--- src/sv/dfr_pkg.sv ---
// shared types and constants of the websocket frame deframer
// depends on nothing; every module of the block imports it
package dfr_pkg;

   localparam int MESSAGE_LENGTH_WIDTH = 32;

   localparam int FIFO_DEPTH = 4;
   localparam int FIFO_PTR_W = $clog2(FIFO_DEPTH);
   localparam int FIFO_CNT_W = $clog2(FIFO_DEPTH + 1);

   localparam logic [6:0] LEN_CODE16 = 7'd126;
   localparam logic [6:0] LEN_CODE64 = 7'd127;

   localparam logic [3:0] EXT16_BYTES    = 4'd2;
   localparam logic [3:0] EXT64_BYTES    = 4'd8;
   localparam logic [3:0] MASK_KEY_BYTES = 4'd4;

   localparam logic [3:0] OP_CONT   = 4'd0;
   localparam logic [3:0] OP_BINARY = 4'd2;
   localparam logic [3:0] OP_PING   = 4'd9;

   localparam logic CSR_CLIENT_MODE = 1'b0;
   localparam logic CSR_MAX_BYTES   = 1'b1;

   typedef enum logic [2:0] {
      PH_HEAD0,
      PH_HEAD1,
      PH_EXTLEN,
      PH_MASKKEY,
      PH_PAYLOAD
   } phase_type;

   typedef enum logic [1:0] {
      RK_PAYLOAD = 2'd0,
      RK_END     = 2'd1,
      RK_PONG    = 2'd2,
      RK_ERROR   = 2'd3
   } result_kind_type;

   typedef enum logic {
      ERR_UNMASKED = 1'b0,
      ERR_OVERSIZE = 1'b1
   } error_code_type;

   typedef struct packed {
      logic        client_mode;
      logic [31:0] max_message_bytes;
   } cfg_type;

   typedef struct packed {
      result_kind_type kind;
      logic [7:0]      raw_byte;
      logic [7:0]      key_byte;
      logic [3:0]      opcode;
      logic            eom;
      error_code_type  err;
   } entry_type;

endpackage

--- src/sv/dfr_front.sv ---
// frame parser: takes stream bytes, tracks the frame header and message state,
// and pushes one result record per byte that causes one; uses dfr_pkg
module dfr_front
   import dfr_pkg::*;
(
   input  logic       clock,
   input  logic       reset,
   input  cfg_type    cfg,
   input  logic       req_valid,
   input  logic [7:0] req_stream_byte,
   input  logic       q_full,
   output logic       push,
   output entry_type  push_entry
);

   localparam logic [64:0] LEN_MASK = (65'd1 << MESSAGE_LENGTH_WIDTH) - 65'd1;

   phase_type                       phase_ff, phase_in;
   logic                            final_ff, final_in;
   logic [3:0]                      opcode_ff, opcode_in;
   logic                            masked_ff, masked_in;
   logic [3:0]                      left_ff, left_in;
   logic [31:0]                     key_ff, key_in;
   logic [63:0]                     rem_ff, rem_in;
   logic [1:0]                      idx_ff, idx_in;
   logic [MESSAGE_LENGTH_WIDTH-1:0] total_ff, total_in;
   logic [3:0]                      latched_ff, latched_in;
   logic                            closed_ff, closed_in;

   logic        accept;
   logic        push_raw;
   logic [7:0]  b;
   logic [6:0]  code;
   logic        is_data;
   logic        mask_fail;
   logic        left_last;
   logic        ld_active;
   logic [63:0] ld_len;
   logic        ld_masked;
   logic [64:0] limit;
   logic [64:0] sum;
   logic        size_err;
   phase_type   ld_phase;
   logic [3:0]  lat_new;
   logic [7:0]  key_byte;

   assign accept = req_valid && !q_full;
   assign push   = push_raw && accept;
   assign b      = req_stream_byte;
   assign code   = b[6:0];

   // length resolution, shared by the short and extended length paths
   always_comb begin
      is_data   = opcode_ff <= OP_BINARY;
      mask_fail = is_data && !cfg.client_mode && !b[7];
      left_last = left_ff == 4'd1;
      ld_active = 1'b0;
      ld_len    = {rem_ff[55:0], b};
      ld_masked = masked_ff;
      if (!closed_ff) begin
         if (phase_ff == PH_HEAD1 && !mask_fail && code != LEN_CODE16
             && code != LEN_CODE64) begin
            ld_active = 1'b1;
            ld_len    = 64'(code);
            ld_masked = b[7];
         end else if (phase_ff == PH_EXTLEN && left_last) begin
            ld_active = 1'b1;
         end
      end
      limit    = (65'(cfg.max_message_bytes) > LEN_MASK) ? LEN_MASK
                                                         : 65'(cfg.max_message_bytes);
      sum      = 65'(total_ff) + 65'(ld_len);
      size_err = ld_active && is_data && (sum >= limit);
      if (size_err) begin
         ld_phase = phase_ff;
      end else if (ld_masked) begin
         ld_phase = PH_MASKKEY;
      end else if (ld_len != 64'd0) begin
         ld_phase = PH_PAYLOAD;
      end else begin
         ld_phase = PH_HEAD0;
      end
      lat_new = (latched_ff == OP_CONT && opcode_ff != OP_CONT) ? opcode_ff : latched_ff;
      unique case (idx_ff)
         2'd0: key_byte = key_ff[31:24];
         2'd1: key_byte = key_ff[23:16];
         2'd2: key_byte = key_ff[15:8];
         2'd3: key_byte = key_ff[7:0];
      endcase
   end

   // next phase
   always_comb begin
      phase_in = phase_ff;
      if (!closed_ff) begin
         unique case (phase_ff)
            PH_HEAD0: phase_in = PH_HEAD1;
            PH_HEAD1: begin
               if (mask_fail) begin
                  phase_in = phase_ff;
               end else if (code == LEN_CODE16 || code == LEN_CODE64) begin
                  phase_in = PH_EXTLEN;
               end else begin
                  phase_in = ld_phase;
               end
            end
            PH_EXTLEN: begin
               if (left_last) phase_in = ld_phase;
            end
            PH_MASKKEY: begin
               if (left_last) phase_in = (rem_ff != 64'd0) ? PH_PAYLOAD : PH_HEAD0;
            end
            PH_PAYLOAD: begin
               if (rem_ff == 64'd1) phase_in = PH_HEAD0;
            end
            default: phase_in = PH_HEAD0;
         endcase
      end
   end

   // frame and message state, result record
   always_comb begin
      final_in   = final_ff;
      opcode_in  = opcode_ff;
      masked_in  = masked_ff;
      left_in    = left_ff;
      key_in     = key_ff;
      rem_in     = rem_ff;
      idx_in     = idx_ff;
      total_in   = total_ff;
      latched_in = latched_ff;
      closed_in  = closed_ff;
      push_raw   = 1'b0;
      push_entry = '{kind: RK_PAYLOAD, raw_byte: 8'd0, key_byte: 8'd0,
                     opcode: latched_ff, eom: 1'b0, err: ERR_UNMASKED};
      if (!closed_ff) begin
         unique case (phase_ff)
            PH_HEAD0: begin
               final_in  = b[7];
               opcode_in = b[3:0];
            end
            PH_HEAD1: begin
               masked_in = b[7];
               if (mask_fail) begin
                  closed_in       = 1'b1;
                  push_raw        = 1'b1;
                  push_entry.kind = RK_ERROR;
               end else begin
                  if (opcode_ff == OP_PING) begin
                     push_raw        = 1'b1;
                     push_entry.kind = RK_PONG;
                  end
                  rem_in = 64'(code);
                  if (code == LEN_CODE16) begin
                     rem_in  = 64'd0;
                     left_in = EXT16_BYTES;
                  end else if (code == LEN_CODE64) begin
                     rem_in  = 64'd0;
                     left_in = EXT64_BYTES;
                  end
               end
            end
            PH_EXTLEN: begin
               rem_in  = ld_len;
               left_in = left_ff - 4'd1;
            end
            PH_MASKKEY: begin
               key_in  = {key_ff[23:0], b};
               left_in = left_ff - 4'd1;
               if (left_last) begin
                  idx_in = 2'd0;
                  if (rem_ff == 64'd0 && is_data && final_ff) begin
                     push_raw        = 1'b1;
                     push_entry.kind = RK_END;
                     push_entry.eom  = 1'b1;
                     total_in        = '0;
                     latched_in      = OP_CONT;
                  end
               end
            end
            PH_PAYLOAD: begin
               idx_in = idx_ff + 2'd1;
               rem_in = rem_ff - 64'd1;
               if (is_data) begin
                  push_raw            = 1'b1;
                  push_entry.raw_byte = b;
                  push_entry.key_byte = masked_ff ? key_byte : 8'd0;
                  push_entry.eom      = (rem_ff == 64'd1) && final_ff;
                  if (push_entry.eom) begin
                     total_in   = '0;
                     latched_in = OP_CONT;
                  end
               end
            end
            default: ;
         endcase

         if (ld_active) begin
            if (size_err) begin
               closed_in       = 1'b1;
               push_raw        = 1'b1;
               push_entry.kind = RK_ERROR;
               push_entry.err  = ERR_OVERSIZE;
            end else begin
               if (is_data) begin
                  total_in   = sum[MESSAGE_LENGTH_WIDTH-1:0];
                  latched_in = lat_new;
               end
               if (ld_masked) begin
                  left_in = MASK_KEY_BYTES;
                  key_in  = 32'd0;
               end else begin
                  idx_in = 2'd0;
                  if (ld_len == 64'd0 && is_data && final_ff) begin
                     push_raw          = 1'b1;
                     push_entry.kind   = RK_END;
                     push_entry.eom    = 1'b1;
                     push_entry.opcode = lat_new;
                     total_in          = '0;
                     latched_in        = OP_CONT;
                  end
               end
            end
         end
      end
   end

   always_ff @(posedge clock) begin
      if (reset) begin
         phase_ff   <= PH_HEAD0;
         final_ff   <= 1'b0;
         opcode_ff  <= 4'd0;
         masked_ff  <= 1'b0;
         left_ff    <= 4'd0;
         key_ff     <= 32'd0;
         rem_ff     <= 64'd0;
         idx_ff     <= 2'd0;
         total_ff   <= '0;
         latched_ff <= 4'd0;
         closed_ff  <= 1'b0;
      end else if (accept) begin
         phase_ff   <= phase_in;
         final_ff   <= final_in;
         opcode_ff  <= opcode_in;
         masked_ff  <= masked_in;
         left_ff    <= left_in;
         key_ff     <= key_in;
         rem_ff     <= rem_in;
         idx_ff     <= idx_in;
         total_ff   <= total_in;
         latched_ff <= latched_in;
         closed_ff  <= closed_in;
      end
   end

endmodule

--- src/sv/dfr_fifo.sv ---
// short result queue between the parser and the output stage
// holds entry_type records from dfr_pkg
module dfr_fifo
   import dfr_pkg::*;
(
   input  logic      clock,
   input  logic      reset,
   input  logic      push,
   input  entry_type push_entry,
   input  logic      pop,
   output entry_type head,
   output logic      full,
   output logic      empty
);

   entry_type             slot_ff [FIFO_DEPTH];
   logic [FIFO_PTR_W-1:0] wr_ptr_ff, wr_ptr_in;
   logic [FIFO_PTR_W-1:0] rd_ptr_ff, rd_ptr_in;
   logic [FIFO_CNT_W-1:0] count_ff, count_in;

   assign full  = count_ff == FIFO_CNT_W'(FIFO_DEPTH);
   assign empty = count_ff == '0;
   assign head  = slot_ff[rd_ptr_ff];

   always_comb begin
      wr_ptr_in = push ? FIFO_PTR_W'((32'(wr_ptr_ff) + 1) % FIFO_DEPTH) : wr_ptr_ff;
      rd_ptr_in = pop  ? FIFO_PTR_W'((32'(rd_ptr_ff) + 1) % FIFO_DEPTH) : rd_ptr_ff;
      count_in  = count_ff + FIFO_CNT_W'(push) - FIFO_CNT_W'(pop);
   end

   always_ff @(posedge clock) begin
      if (reset) begin
         wr_ptr_ff <= '0;
         rd_ptr_ff <= '0;
         count_ff  <= '0;
      end else begin
         wr_ptr_ff <= wr_ptr_in;
         rd_ptr_ff <= rd_ptr_in;
         count_ff  <= count_in;
      end
   end

   always_ff @(posedge clock) begin
      if (push) slot_ff[wr_ptr_ff] <= push_entry;
   end

endmodule

--- src/sv/dfr_back.sv ---
// output stage: takes records from the result queue, applies the mask key
// and holds each result until its transfer; uses dfr_pkg
module dfr_back
   import dfr_pkg::*;
(
   input  logic       clock,
   input  logic       reset,
   input  entry_type  head,
   input  logic       q_empty,
   output logic       pop,
   output logic       rsp_valid,
   input  logic       rsp_stall,
   output logic [1:0] rsp_result_kind,
   output logic [7:0] rsp_payload_byte,
   output logic [3:0] rsp_message_opcode,
   output logic       rsp_end_of_message,
   output logic       rsp_error_code
);

   logic       valid_ff, valid_in;
   logic [1:0] kind_ff;
   logic [7:0] byte_ff;
   logic [3:0] opcode_ff;
   logic       eom_ff;
   logic       err_ff;

   assign pop      = !q_empty && (!valid_ff || !rsp_stall);
   assign valid_in = pop || (valid_ff && rsp_stall);

   always_ff @(posedge clock) begin
      if (reset) begin
         valid_ff <= 1'b0;
      end else begin
         valid_ff <= valid_in;
      end
   end

   always_ff @(posedge clock) begin
      if (pop) begin
         kind_ff   <= head.kind;
         byte_ff   <= head.raw_byte ^ head.key_byte;
         opcode_ff <= head.opcode;
         eom_ff    <= head.eom;
         err_ff    <= head.err;
      end
   end

   assign rsp_valid          = valid_ff;
   assign rsp_result_kind    = kind_ff;
   assign rsp_payload_byte   = byte_ff;
   assign rsp_message_opcode = opcode_ff;
   assign rsp_end_of_message = eom_ff;
   assign rsp_error_code     = err_ff;

endmodule

--- src/sv/websocket_frame_deframer.sv ---
// websocket frame deframer top level: configuration registers, parser,
// result queue and output stage; uses dfr_pkg, dfr_front, dfr_fifo, dfr_back
//
//   channel  ports              transfer when
//   input    req_valid/stall    req_valid && !req_stall, one stream byte
//   result   rsp_valid/stall    rsp_valid && !rsp_stall, one result record
//   config   csr_ apb           csr_psel && csr_penable && csr_pwrite
//
// one byte per cycle while req_stall is low: the parser resolves each byte
// combinationally; a result passes through the queue, then the output register.
// req_stall is high only while the four-entry result queue is full.
// synchronous reset returns the parser to the first head byte and empties
// the queue; the stream stays closed after an error until reset.
module websocket_frame_deframer
   import dfr_pkg::*;
(
   input  logic        clock,
   input  logic        reset,
   input  logic        req_valid,
   output logic        req_stall,
   input  logic [7:0]  req_stream_byte,
   output logic        rsp_valid,
   input  logic        rsp_stall,
   output logic [1:0]  rsp_result_kind,
   output logic [7:0]  rsp_payload_byte,
   output logic [3:0]  rsp_message_opcode,
   output logic        rsp_end_of_message,
   output logic        rsp_error_code,
   input  logic        csr_psel,
   input  logic        csr_penable,
   input  logic        csr_pwrite,
   input  logic [2:0]  csr_paddr,
   input  logic [31:0] csr_pwdata,
   output logic [31:0] csr_prdata,
   output logic        csr_pready
);

   cfg_type   cfg_ff, cfg_in;
   logic      csr_write;
   logic      fe_push;
   entry_type fe_entry;
   entry_type q_head;
   logic      q_full;
   logic      q_empty;
   logic      q_pop;

   assign csr_pready = 1'b1;
   assign csr_write  = csr_psel && csr_penable && csr_pwrite && csr_pready;
   assign csr_prdata = (csr_paddr[2] == CSR_MAX_BYTES) ? cfg_ff.max_message_bytes
                                                       : {31'd0, cfg_ff.client_mode};

   always_comb begin
      cfg_in = cfg_ff;
      if (csr_write) begin
         unique case (csr_paddr[2])
            CSR_CLIENT_MODE: cfg_in.client_mode       = csr_pwdata[0];
            CSR_MAX_BYTES:   cfg_in.max_message_bytes = csr_pwdata;
         endcase
      end
   end

   always_ff @(posedge clock) begin
      if (reset) begin
         cfg_ff <= '{client_mode: 1'b0, max_message_bytes: 32'd33554432};
      end else begin
         cfg_ff <= cfg_in;
      end
   end

   assign req_stall = q_full;

   dfr_front u_front (
      .clock           (clock),
      .reset           (reset),
      .cfg             (cfg_ff),
      .req_valid       (req_valid),
      .req_stream_byte (req_stream_byte),
      .q_full          (q_full),
      .push            (fe_push),
      .push_entry      (fe_entry)
   );

   dfr_fifo u_fifo (
      .clock      (clock),
      .reset      (reset),
      .push       (fe_push),
      .push_entry (fe_entry),
      .pop        (q_pop),
      .head       (q_head),
      .full       (q_full),
      .empty      (q_empty)
   );

   dfr_back u_back (
      .clock              (clock),
      .reset              (reset),
      .head               (q_head),
      .q_empty            (q_empty),
      .pop                (q_pop),
      .rsp_valid          (rsp_valid),
      .rsp_stall          (rsp_stall),
      .rsp_result_kind    (rsp_result_kind),
      .rsp_payload_byte   (rsp_payload_byte),
      .rsp_message_opcode (rsp_message_opcode),
      .rsp_end_of_message (rsp_end_of_message),
      .rsp_error_code     (rsp_error_code)
   );

   a_no_push_when_full: assert property (@(posedge clock) disable iff (reset)
      fe_push |-> !q_full)
      else $error("result pushed into a full queue");

   a_closed_after_error: assert property (@(posedge clock) disable iff (reset)
      (fe_push && fe_entry.kind == RK_ERROR) |=> !fe_push)
      else $error("result produced after an error closed the stream");

   a_queue_drains: assert property (@(posedge clock) disable iff (reset)
      (!q_empty && !rsp_stall) |=> rsp_valid)
      else $error("queued result not moved to the output register");

endmodule

--- config.mk ---
export PLATFORM = sky130hd
export DESIGN_NAME = websocket_frame_deframer
export DESIGN_NICKNAME = d
export VERILOG_FILES = /design/src/sv/dfr_pkg.sv /design/src/sv/dfr_front.sv /design/src/sv/dfr_fifo.sv /design/src/sv/dfr_back.sv /design/src/sv/websocket_frame_deframer.sv
export SDC_FILE = /design/constraint.sdc
export NUM_CORES = 1
export LEC_CHECK = 0
export BUFFER_PORTS_ARGS = -buffer_cell sky130_fd_sc_hd__buf_2
export CORE_UTILIZATION = 50
export DETAILED_ROUTE_END_ITERATION = 7
export PLACE_DENSITY = 0.72
export SETUP_SLACK_MARGIN = 0.5
export SLEW_MARGIN = 15
export SYNTH_ARGS = -nofsm -noshare
export SYNTH_HDL_FRONTEND = slang
export SYNTH_HIERARCHICAL = 1
export SYNTH_SLANG_ARGS = --single-unit
--- constraint.sdc ---
create_clock -name clock -period 20.4 [get_ports clock]
set_input_delay 6.12 -clock clock [delete_from_list [all_inputs] [get_ports clock]]
set_output_delay 6.12 -clock clock [all_outputs]
set_load 0.1 [all_outputs]
======== After elaboration in Yosys (flattened, before gate mapping) ========
Memories as Yosys holds them, arrays and structs flattened. A register that Yosys moved wholly into a read port is not among the register bits.
Cells that the tools add are included.
storage, ports and cells
  memory bits (read-only) ................. 0
  memories ................................ 1
  memory bits (writable) .................. 96
  bits in latches ......................... 0
  bits in registers ....................... 205
memory list
  memory          words  width  rd ports  clocked after memory_dff  write ports  RTL line        text
  u_fifo.slot_ff  4      24     1         1                         1            dfr_fifo.sv:16  entry_type slot_ff [FIFO_DEPTH];
operators by class
  add/sub/neg operators ................... 8
  reductions and logical operators ........ 48
  divide/modulo/power cells ............... 0
  mux-type cells .......................... 100
  equality and inequality tests ........... 19
  bitwise gates (word level) .............. 3
  shift operators ......................... 0
  $lt $le $gt $ge ......................... 2
  $mul .................................... 0
operators by type and width
  operator                                                                count
  32-bit two-way mux                                                      14
  64-bit two-way mux                                                      3
  64-bit one-hot mux with 3 select lines                                  1
  64-bit logical NOT                                                      2
  64-bit nonzero test                                                     2
  32-bit by 64-bit adder with 65-bit output                               1
  65-bit by 32-bit >= comparator with 1-bit output                        1
  64-bit by 1-bit equality test with 1-bit output, second input constant  1
  4-bit two-way mux                                                       16
  32-bit one-hot mux with 2 select lines                                  1
  64-bit by 1-bit subtractor with 64-bit output, second input constant    1
  16-bit two-way mux                                                      2
  8-bit one-hot mux with 4 select lines                                   1
  3-bit two-way mux                                                       9
  2-bit two-way mux                                                       13
  1-bit two-way mux                                                       25
  24-bit two-way mux                                                      1
  1-bit logical AND                                                       20
  4-bit one-hot mux with 2 select lines                                   2
  5-bit two-way mux                                                       3
  3-bit one-hot mux with 5 select lines                                   1
  7-bit equality test, second input constant                              2
  7-bit two-way mux                                                       2
  7-bit inequality test, second input constant                            2
  33 further kinds                                                        54

======== Longest topological paths before layout ========
Gate-level depths: netlist of the first run.
  depth in word-level cells ............... 20
  gate-level depth with buffers ........... 37
  gate-level depth less buffers ........... 32

======== By module ========
Netlist of the first run, hierarchy kept.
by module, submodules not included
  module                    times used  area each (µm²)  cells each  seq. area each (µm²)
  dfr_front                 1           12180.4          1706        2962.8
  dfr_fifo                  1           3942.5           168         3062.9
  websocket_frame_deframer  1           1737.9           181         660.6
  dfr_back                  1           588.1            28          500.5

======== Worst setup path before layout of the first run ========
OpenSTA, ideal clock, no wires.
  path kind ............................... input port to flip-flop
  start point ............................. input req_stream_byte[7]
  end point ............................... memory u_fifo/slot_ff[0][0] (netlist name), enable pin
  stages .................................. 32
  required time ........................... 20017 ps
  arrival time ............................ 12869 ps
  path slack .............................. 7148 ps
  path buffers ............................ 5
  cells stage by stage .................... clkbuf_1 > or3_1 > nand2_1 > clkbuf_1 > clkbuf_1 > clkbuf_1 > clkbuf_1 > and2_1 > ha_1 > a21oi_1 > o21ai_0 > a21o_1 > a31oi_1 > nor2b_1 > o21a_1 > o21ai_0 > nand2b_1 > a21oi_1 > xnor2_1 > ha_1 > nand4_1 > or3_1 > or4_1 > a311oi_1 > a2111oi_2 > nand4_1 > nor4_1 > nand3_1 > nor4_1 > or3_1 > a31oi_1 > and2_1
between the ends
  cells in the longest elaborated chain, start to end .. 19
  elaborated cells on any way between the ends .. 29
  classes of those cells .................. add/sub (1); order compare (1); mux (15); reduce/logical (12)
RTL lines
  what                                                                                                RTL line                        text
  from (decl)                                                                                         websocket_frame_deframer.sv:21  input logic [7:0] req_stream_byte,
  parallel branches: the longest is 14 deep, another holds 32-bit by 64-bit adder with 65-bit output  -
  1-bit two-way mux (*)                                                                               dfr_front.sv:198                if (ld_active) begin
  1-bit two-way mux (*)                                                                               dfr_front.sv:136                if (!closed_ff) begin
  1-bit logical AND (*)                                                                               dfr_front.sv:48                 assign push = push_raw && accept;
  net fe_push                                                                                         websocket_frame_deframer.sv:40  logic fe_push;
  1-bit two-way mux (*)                                                                               dfr_fifo.sv:44                  if (push) slot_ff[wr_ptr_ff] <= push_entry;
  1-bit two-way mux (implied by the code) (*)                                                         dfr_fifo.sv:44
  to (decl)                                                                                           dfr_fifo.sv:16
Mark *: on every way through the listed nets, which the timed path passes.

======== Worst setup path after layout of the first run ========
  start point ............................. input req_stream_byte[1]
  end point ............................... register u_fifo.count_ff[2]
between the ends
  cells in the longest elaborated chain, start to end .. 16
  elaborated cells on any way between the ends .. 25
  classes of those cells .................. add/sub (3); order compare (1); eq/ne (2); mux (11); reduce/logical (8)
RTL lines
  what                                                                                                RTL line                        text
  parallel branches: the longest is 11 deep, another holds 32-bit by 64-bit adder with 65-bit output  -
  1-bit two-way mux (*)                                                                               dfr_front.sv:198
  1-bit two-way mux (*)                                                                               dfr_front.sv:136
  1-bit logical AND (*)                                                                               dfr_front.sv:48
  net fe_push                                                                                         websocket_frame_deframer.sv:40
  3-bit by 1-bit adder with 3-bit output (*)                                                          dfr_fifo.sv:28                  count_in = count_ff + FIFO_CNT_W'(push) - FIFO_CNT_W'(pop);
  3-bit by 1-bit subtractor with 3-bit output (*)                                                     dfr_fifo.sv:28
  to (signal assigned)                                                                                dfr_fifo.sv:39                  count_ff <= count_in;
  to (decl)                                                                                           dfr_fifo.sv:19                  logic [FIFO_CNT_W-1:0] count_ff, count_in;
Marked as above.
A chain may end at the register's enable or synchronous reset.

==> results.py, run 1 <==
metrics = {
    "critical_path": {
        "required_ps": 20870,
        "r2r_slack_ps": 11930,
        "max_stage_delay_ps": 550,
        "critPathArrivalTime_ps": 14130,
        "reg2reg_depth": 34,
        "rr_endpoint": "u_fifo/count_ff[2]$_SDFF_PP0_",
        "startpoint": "req_stream_byte[1]",
        "crit_top_cell": "ha_1",
        "path_max_fanout": 48,
        "cp_slowest_cell": "a311oi_1",
        "critPathCapture": "u_fifo/count_ff[2]$_SDFF_PP0_",
        "endpoint_kind": "flop",
        "reg2reg_from": "u_front/phase_ff[0]$_SDFFE_PP0P_",
        "startpoint_type": "input port",
        "crit_type": "in -> reg",
    },
    "timing": {
        "fmax_ghz": 0.07324,
        "fin_setup_tns_ps": 0,
        "finalSetupViolCount": 0,
        "slew_viol_final": 0,
        "period_share": 0.6693,
        "worst_slew_pin_slew_ps": 1225,
        "hold_violations": 0,
        "skew_ps": 30.85,
        "min_period_ps": 13650,
        "rsz0062_at_grt": "false",
        "relSlewSlack": 0.1831,
    },
    "drt": {
        "drt.antenna.violating_nets": 0,
        "vias": 16372,
        "drtPass1Iterations": 8,
        "drt_iter0_drc": 1714,
        "avgViaCountPerCell": 6.336,
        "wl_per_cell_um": 20.71,
        "drc": 0,
        "finalWirelength_mm": 53.53,
    },
    "global_routing": {
        "antenna_found_initial": 0,
        "grt_overflow": 0,
        "grt_pass1_wl_mm": 84.88,
        "grt_pass1_vias": 15394,
        "track_usage": 0.2790,
        "grt_max_degree": 90,
    },
    "clock_tree": {
        "cts_num_sinks": 303,
        "cts_tree": "yes",
        "clockBufferDepth": 3,
        "ctsHoldBuffers": 0,
        "postCtsSetupRepairBufs": 0,
        "cts.clk_slew.worst_paths_ps": 70,
        "cts_root_buf": "clkbuf_16",
        "ctsResizeCount": 0,
        "ctsHtreeMaxLevel": 2,
        "clock_latency_ps": 570,
        "numCtsBuffers": 35,
    },
    "pwr": {
        "seq_power_share": 0.345,
        "p_per_area_nw_per_um2": 104.6,
        "comb_power_share": 0.360,
        "power_leakage_nw": 7.343,
        "p_sw_frac": 0.3991,
        "ir_worst_vdd_v": 0.00008108,
        "p_clk_frac": 0.295,
        "p_switching_w": 0.0008418,
        "internal-power_w": 0.001267,
    },
    "logic_synthesis": {
        "synth_top_family_by_area": "compound AO/OA/AOI/OAI gates",
        "synth_mux_area_frac": 0.05249,
        "synth_seq_area_share": 0.3896,
        "synth_xor_area_frac": 0.02692,
        "syn_inst": 2083,
        "synth_compound_area_frac": 0.2128,
        "synth_simple_gate_area_frac": 0.2120,
        "synthAdderAreaFrac": 0.05575,
        "synth.distinct_cells": 84,
        "synth_area_leader_cell": "dfxtp_1",
        "synthTopCellsByArea": "dfxtp_1 (21%), edfxtp_1 (18%), ha_1 (5.4%)",
        "synthesis.area_um2": 18450,
        "synth-async-reset-ratio": 0,
        "synth_nets": 2214,
        "ys_warn_count": 6,
        "synth.avg_cell_area_um2": 8.857,
        "synth_edf_count": 112,
        "synthMostInstantiatedCell": "nor2_1",
        "synth_top_area_frac": 0.2073,
        "ys_seq_elements": 303,
        "ys.flop_type": "dfxtp_1",
        "synth_commonest_cells": "nor2_1 (199), dfxtp_1 (191), nand2_1 (176)",
    },
    "place": {
        "io_buffers": 97,
        "place_congestion": 0.9622,
        "placedCellCount": 2521,
        "post-dp-hpwl_mm": 36.67,
    },
    "die": {
        "top_level_ports": 101,
        "start_util": 0.5137,
        "fp-row-count": 69,
        "die_width_um": 194.1,
        "core_region_area_um2": 35910,
        "dieArea_um2": 37670,
        "die_h_um": 194.1,
    },
    "min_path": {
        "hold_path.class": "reg -> reg",
    },
    "layout": {
        "finalNonFillerCells": 2584,
        "n_antenna_cell": 0,
        "syn_to_final_growth_pct": 9.339,
        "nNetsFinal": 2228,
        "drive_gt1_frac": 0.1046,
    },
    "flow_run": {
        "maxCapViolCount": 0,
    },
    "run_status": {
        "status": "finished, final reports clean",
    },
}
[sequential cells by signal, summed over array words and instances (netlist names), 3 cells and up, named ones only]
name                       count
u_fifo/slot_ff                96
u_back/rsp_payload_byte        8
u_front/key_ff                32
u_front/opcode_ff              4
u_back/rsp_message_opcode      4
u_front/latched_ff             4
u_fifo/count_ff                3
u_front/rem_ff                64
u_front/total_ff              32
cfg_ff                        33
u_front/phase_ff               3
u_front/left_ff                4
[layout make-up]
| type | instances | area [um2] |
|---|---|---|
| Fill cell | 3237 | 15740 |
| Multi-Input combinational cell | 1574 | 10370 |
| Sequential cell | 303 | 7187 |
| Clock buffer | 50 | 972.2 |
| Timing Repair Buffer | 124 | 690.7 |
| Tap cell | 461 | 576.8 |
| Inverter | 59 | 221.5 |
| Clock inverter | 13 | 152.6 |
[cells in the final DEF (no fill, tap or decap), drive strengths merged, types with 8 or more instances in the layout]
cell	count
and2	75
nand3	49
a31o	34
a222oi	8
edfxtp	112
nand4	30
clkbuf	50
and3	13
or4	11
mux4	24
buf	124
nand2	176
xnor2	26
mux2i	39
a211oi	19
a22o	71
o211ai	13
nor3b	8
nor2	199
a21o	13
o21ai	129
a221oi	8
nor2b	12
or3	22
nor4	27
dfxtp	191
a21oi	170
a211o	8
clkinv	9
a31oi	10
o21a	13
nor3	61
a22oi	24
nand2b	77
inv	60
xor2	28
ha	79
[power by group through the flow]
stage | logic [W] | clock network (W) | registers, W
after floorplan | 0.000459 | 0 | 0.000846
after global placement | 0.000739 | 0 | 0.000737
after detailed placement | 0.000748 | 0 | 0.000738
after CTS | 0.000752 | 0.000637 | 0.000726
after global routing | 0.000814 | 0.000662 | 0.000732
final | 0.000760 | 0.000622 | 0.000727
[per-layer routing]
layer | GRT usage | wire length [um]
met1 | 0.3707 | 23320
met2 | 0.4595 | 24760
met3 | 0.04279 | 3563
met4 | 0.1008 | 1876
met5 | 0 | 0
[through the flow]
stage          setup WS [ps]  utilization  power (W)  area (um2)  hold WS (ps)
4_1_cts                 6873       0.5617   0.002115       20170         480.9
2_1_floorplan           7148            -   0.001305       18450         441.8
3_3_place_gp            6395       0.5303   0.001475       19050         459.2
6_report                6747       0.5617   0.002109       20170         482.1
3_5_place_dp            6328       0.5303   0.001487       19050         473.6
5_1_grt                 6284       0.5617   0.002208       20170         507.8
[cells by family (layout without fill, tap and decap cells)]
family,Yosys count,after routing
XOR/XNOR,55,55
multiplexers,65,65
flip-flops,303,303
buffers and inverters,206,246
adder cells (fa/ha/maj),81,81
AND/OR/NAND/NOR,784,784
other,1,1
AO/OA/AOI/OAI,588,588
[worst min-delay path by stage]
| stage | startpoint | endpoint | slack (ps) | depth (start not counted) |
|---|---|---|---|---|
| 2_1_floorplan | u_front/latched_ff[3]$_SDFFE_PP0P_ | u_front/latched_ff[3]$_SDFFE_PP0P_ | 440 | 1 |
| 3_3_place_gp | u_front/rem_ff[63]$_SDFFE_PP0P_ | u_front/rem_ff[63]$_SDFFE_PP0P_ | 460 | 2 |
| 3_5_place_dp | u_front/rem_ff[63]$_SDFFE_PP0P_ | u_front/rem_ff[63]$_SDFFE_PP0P_ | 470 | 2 |
| 4_1_cts | u_front/rem_ff[63]$_SDFFE_PP0P_ | u_front/rem_ff[63]$_SDFFE_PP0P_ | 480 | 2 |
| 5_1_grt | cfg_ff[6]$_SDFFE_PP0P_ | cfg_ff[6]$_SDFFE_PP0P_ | 510 | 2 |
| 6_report | u_front/rem_ff[63]$_SDFFE_PP0P_ | u_front/rem_ff[63]$_SDFFE_PP0P_ | 480 | 2 |
[critical path, delay by kind of cell]
kind | cells | cell delay (ps)
buffers and inverters | 2 | 720
adders and majority gates | 4 | 1070
AOI/OAI and AO/OA | 11 | 3180
xor gates and xnor gates | 2 | 550
and+or+nand+nor | 14 | 2480
Note: power is estimated with default switching activity, not from simulation.
==> run 2: changes to the inputs <==
--- a/config.mk
+++ b/config.mk
@@ -8,7 +8,7 @@
 export BUFFER_PORTS_ARGS = -buffer_cell sky130_fd_sc_hd__buf_2
 export CORE_UTILIZATION = 50
 export DETAILED_ROUTE_END_ITERATION = 7
-export PLACE_DENSITY = 0.72
+export PLACE_DENSITY = 0.75
 export SETUP_SLACK_MARGIN = 0.5
 export SLEW_MARGIN = 15
 export SYNTH_ARGS = -nofsm -noshare
==> constraint.sdc (replaced) <==
create_clock -name clock -period 11.4 [get_ports clock]
set_input_delay 3.42 -clock clock [delete_from_list [all_inputs] [get_ports clock]]
set_output_delay 3.42 -clock clock [all_outputs]
set_load 0.1 [all_outputs]
==> run 2 against run 1 <==
Compared with the run above: hold slack lost 1.4 ps; sequential share of layout area shrank 0.47 points; sequential cell count is the same; power grew 80%; count of clock-buffer cells in the layout shrank 7.
==> results.py, run 2 (synthesis gave the netlist of run 1 again) <==
metrics = {
    "global_routing": {
        "grt_overflow": 0,
        "grt_max_degree": 85,
        "grt_util_met2": 0.4511,
        "antenna_found_initial": 1,
        "grt_pass1_vias": 15597,
        "top_usage_layer": "met2",
        "track_usage": 0.2776,
        "grt.met1_usage": 0.3752,
        "grt_pass1_wl_mm": 84.81,
        "grt_util_met3": 0.04088,
    },
    "drt": {
        "wl_per_cell_um": 20.34,
        "finalWirelength_mm": 52.99,
        "drc": 0,
        "vias": 16462,
        "drt_iter0_drc": 1751,
        "avgViaCountPerCell": 6.319,
        "drt.antenna.violating_nets": 0,
        "drtPass1Iterations": 6,
    },
    "die": {
        "top_level_ports": 101,
        "dieArea_um2": 37670,
        "core_region_area_um2": 35910,
        "die_width_um": 194.1,
        "start_util": 0.5137,
        "fp-row-count": 69,
        "die_h_um": 194.1,
    },
    "timing": {
        "finalSetupViolCount": 0,
        "worst_slew_pin_slew_ps": 1202,
        "rsz0062_at_grt": "false",
        "skew_ps": 19.34,
        "period_share": 0.9118,
        "fmax_ghz": 0.09621,
        "relSlewSlack": 0.1989,
        "slew_viol_final": 0,
        "hold_violations": 0,
        "fin_setup_tns_ps": 0,
        "min_period_ps": 10390,
    },
    "clock_tree": {
        "cts_tree": "yes",
        "cts_num_sinks": 303,
        "ctsResizeCount": 0,
        "clock_latency_ps": 540,
        "cts_root_buf": "clkbuf_16",
        "postCtsSetupRepairBufs": 0,
        "cts.clk_slew.worst_paths_ps": 60,
        "ctsHtreeMaxLevel": 2,
        "numCtsBuffers": 34,
        "clockBufferDepth": 3,
        "ctsHoldBuffers": 0,
    },
    "layout": {
        "layout_common_cells": "nor2_1 (197), dfxtp_1 (191), nand2_1 (176), a21oi_1 (167), o21ai_0 (127)",
        "largest_register_ffs": 96,
        "reg.largest.list": "u_fifo/slot_ff x96, u_front/rem_ff x64, cfg_ff x33",
        "fill_cells": 3253,
        "n_antenna_cell": 0,
        "max_flop_register": "u_fifo/slot_ff",
        "finalNonFillerCells": 2605,
        "layout_commonest_cell": "nor2_1",
        "post-route-util": 0.5691,
        "nNetsFinal": 2249,
        "drive_gt1_frac": 0.1189,
        "syn_to_final_growth_pct": 10.79,
        "fin_area_um2": 20440,
    },
    "pwr": {
        "finalPower_w": 0.003797,
        "ir_worst_vdd_v": 0.0001348,
        "power_leakage_nw": 7.486,
        "p_per_area_nw_per_um2": 185.8,
    },
    "critical_path": {
        "max_stage_delay_ps": 450,
        "reg2reg_depth": 32,
        "startpoint_type": "input port",
        "path_max_fanout": 48,
        "crit_cells": 33,
        "endpoint_kind": "flop",
        "critPathArrivalTime_ps": 10780,
        "required_ps": 11780,
        "cp_top_family": "compound AO/OA/AOI/OAI gates",
        "crit_buf_inv": 4,
        "cp_slowest_cell": "o311a_1",
        "crit_type": "in -> reg",
    },
    "place": {
        "place_congestion": 0.9802,
        "io_buffers": 97,
        "postPlaceCellArea_um2": 19270,
        "post-dp-hpwl_mm": 37.10,
        "placedCellCount": 2543,
    },
    "flow_run": {
        "maxCapViolCount": 0,
    },
    "min_path": {
        "hold_path.class": "reg -> reg",
        "min_path_cells": 2,
    },
    "run_status": {
        "status": "finished, final reports clean",
    },
}
-- run 2: cell count changes in the layout (fill, tap and decap cells not counted), moves of 2 or more --
cell,change
clkinv_1,-5
buf_4,+17
clkinvlp_4,+2
clkinv_2,+7
clkbuf_1,-5
buf_12,+5
-- run 2: power by group --
part           total, W  leakage [nW]  internal [W]  switching, W
logic           0.00138          4.37      0.000418      0.000967
registers       0.00130          2.57       0.00123     0.0000659
clock network   0.00111         0.555      0.000648      0.000467
total           0.00380          7.49       0.00230       0.00150
-- run 2: final timing paths --
kind | slack [ps] | end | start
setup / recovery | 1010 | u_fifo/count_ff[2]$_SDFF_PP0_ | req_stream_byte[5]
hold / removal | 480 | u_front/rem_ff[63]$_SDFFE_PP0P_ | u_front/rem_ff[63]$_SDFFE_PP0P_
setup reg to reg | 3350 | u_fifo/count_ff[2]$_SDFF_PP0_ | u_front/phase_ff[0]$_SDFFE_PP0P_
hold reg to reg | 480 | u_front/rem_ff[63]$_SDFFE_PP0P_ | u_front/rem_ff[63]$_SDFFE_PP0P_
-- run 2: per-layer routing --
metal	wire length (um)	share of wire	up-vias
li1	-	-	7762
met1	23430	0.44	7946
met5	13	0.00025	-
met3	3507	0.066	124
met2	24310	0.46	628
met4	1727	0.033	2
-- run 2: cell type report --
class / instances / area [um2] / share of cell area
tap: 461 / 576.8 / 0.02822
clock inverter: 19 / 232.7 / 0.01139
sequential: 303 / 7187 / 0.3516
timing repair buffer: 146 / 918.4 / 0.04493
inverter: 59 / 221.5 / 0.01083
multi-input combinational: 1574 / 10390 / 0.5083
clock buffer: 43 / 914.6 / 0.04475
-- run 2: per-stage QoR --
stage                     worst slack, ps  hold slack (ps)
after floorplan                     848.3            441.8
after global placement              495.4            458.0
after detailed placement            426.2            473.4
after CTS                           939.0            483.5
after global routing                568.0            496.1
final                                1006            480.8
-- run 2: worst reg2reg max path: cells and delay by family, from the launching register on --
kind / cells / cell delay [ps]
flip-flops: 1 / 640
buffers and inverters: 3 / 560
AND/OR/NAND/NOR: 13 / 2460
adder cells (fa/ha/maj): 4 / 1240
AO/OA/AOI/OAI: 10 / 2310
XOR/XNOR: 2 / 700
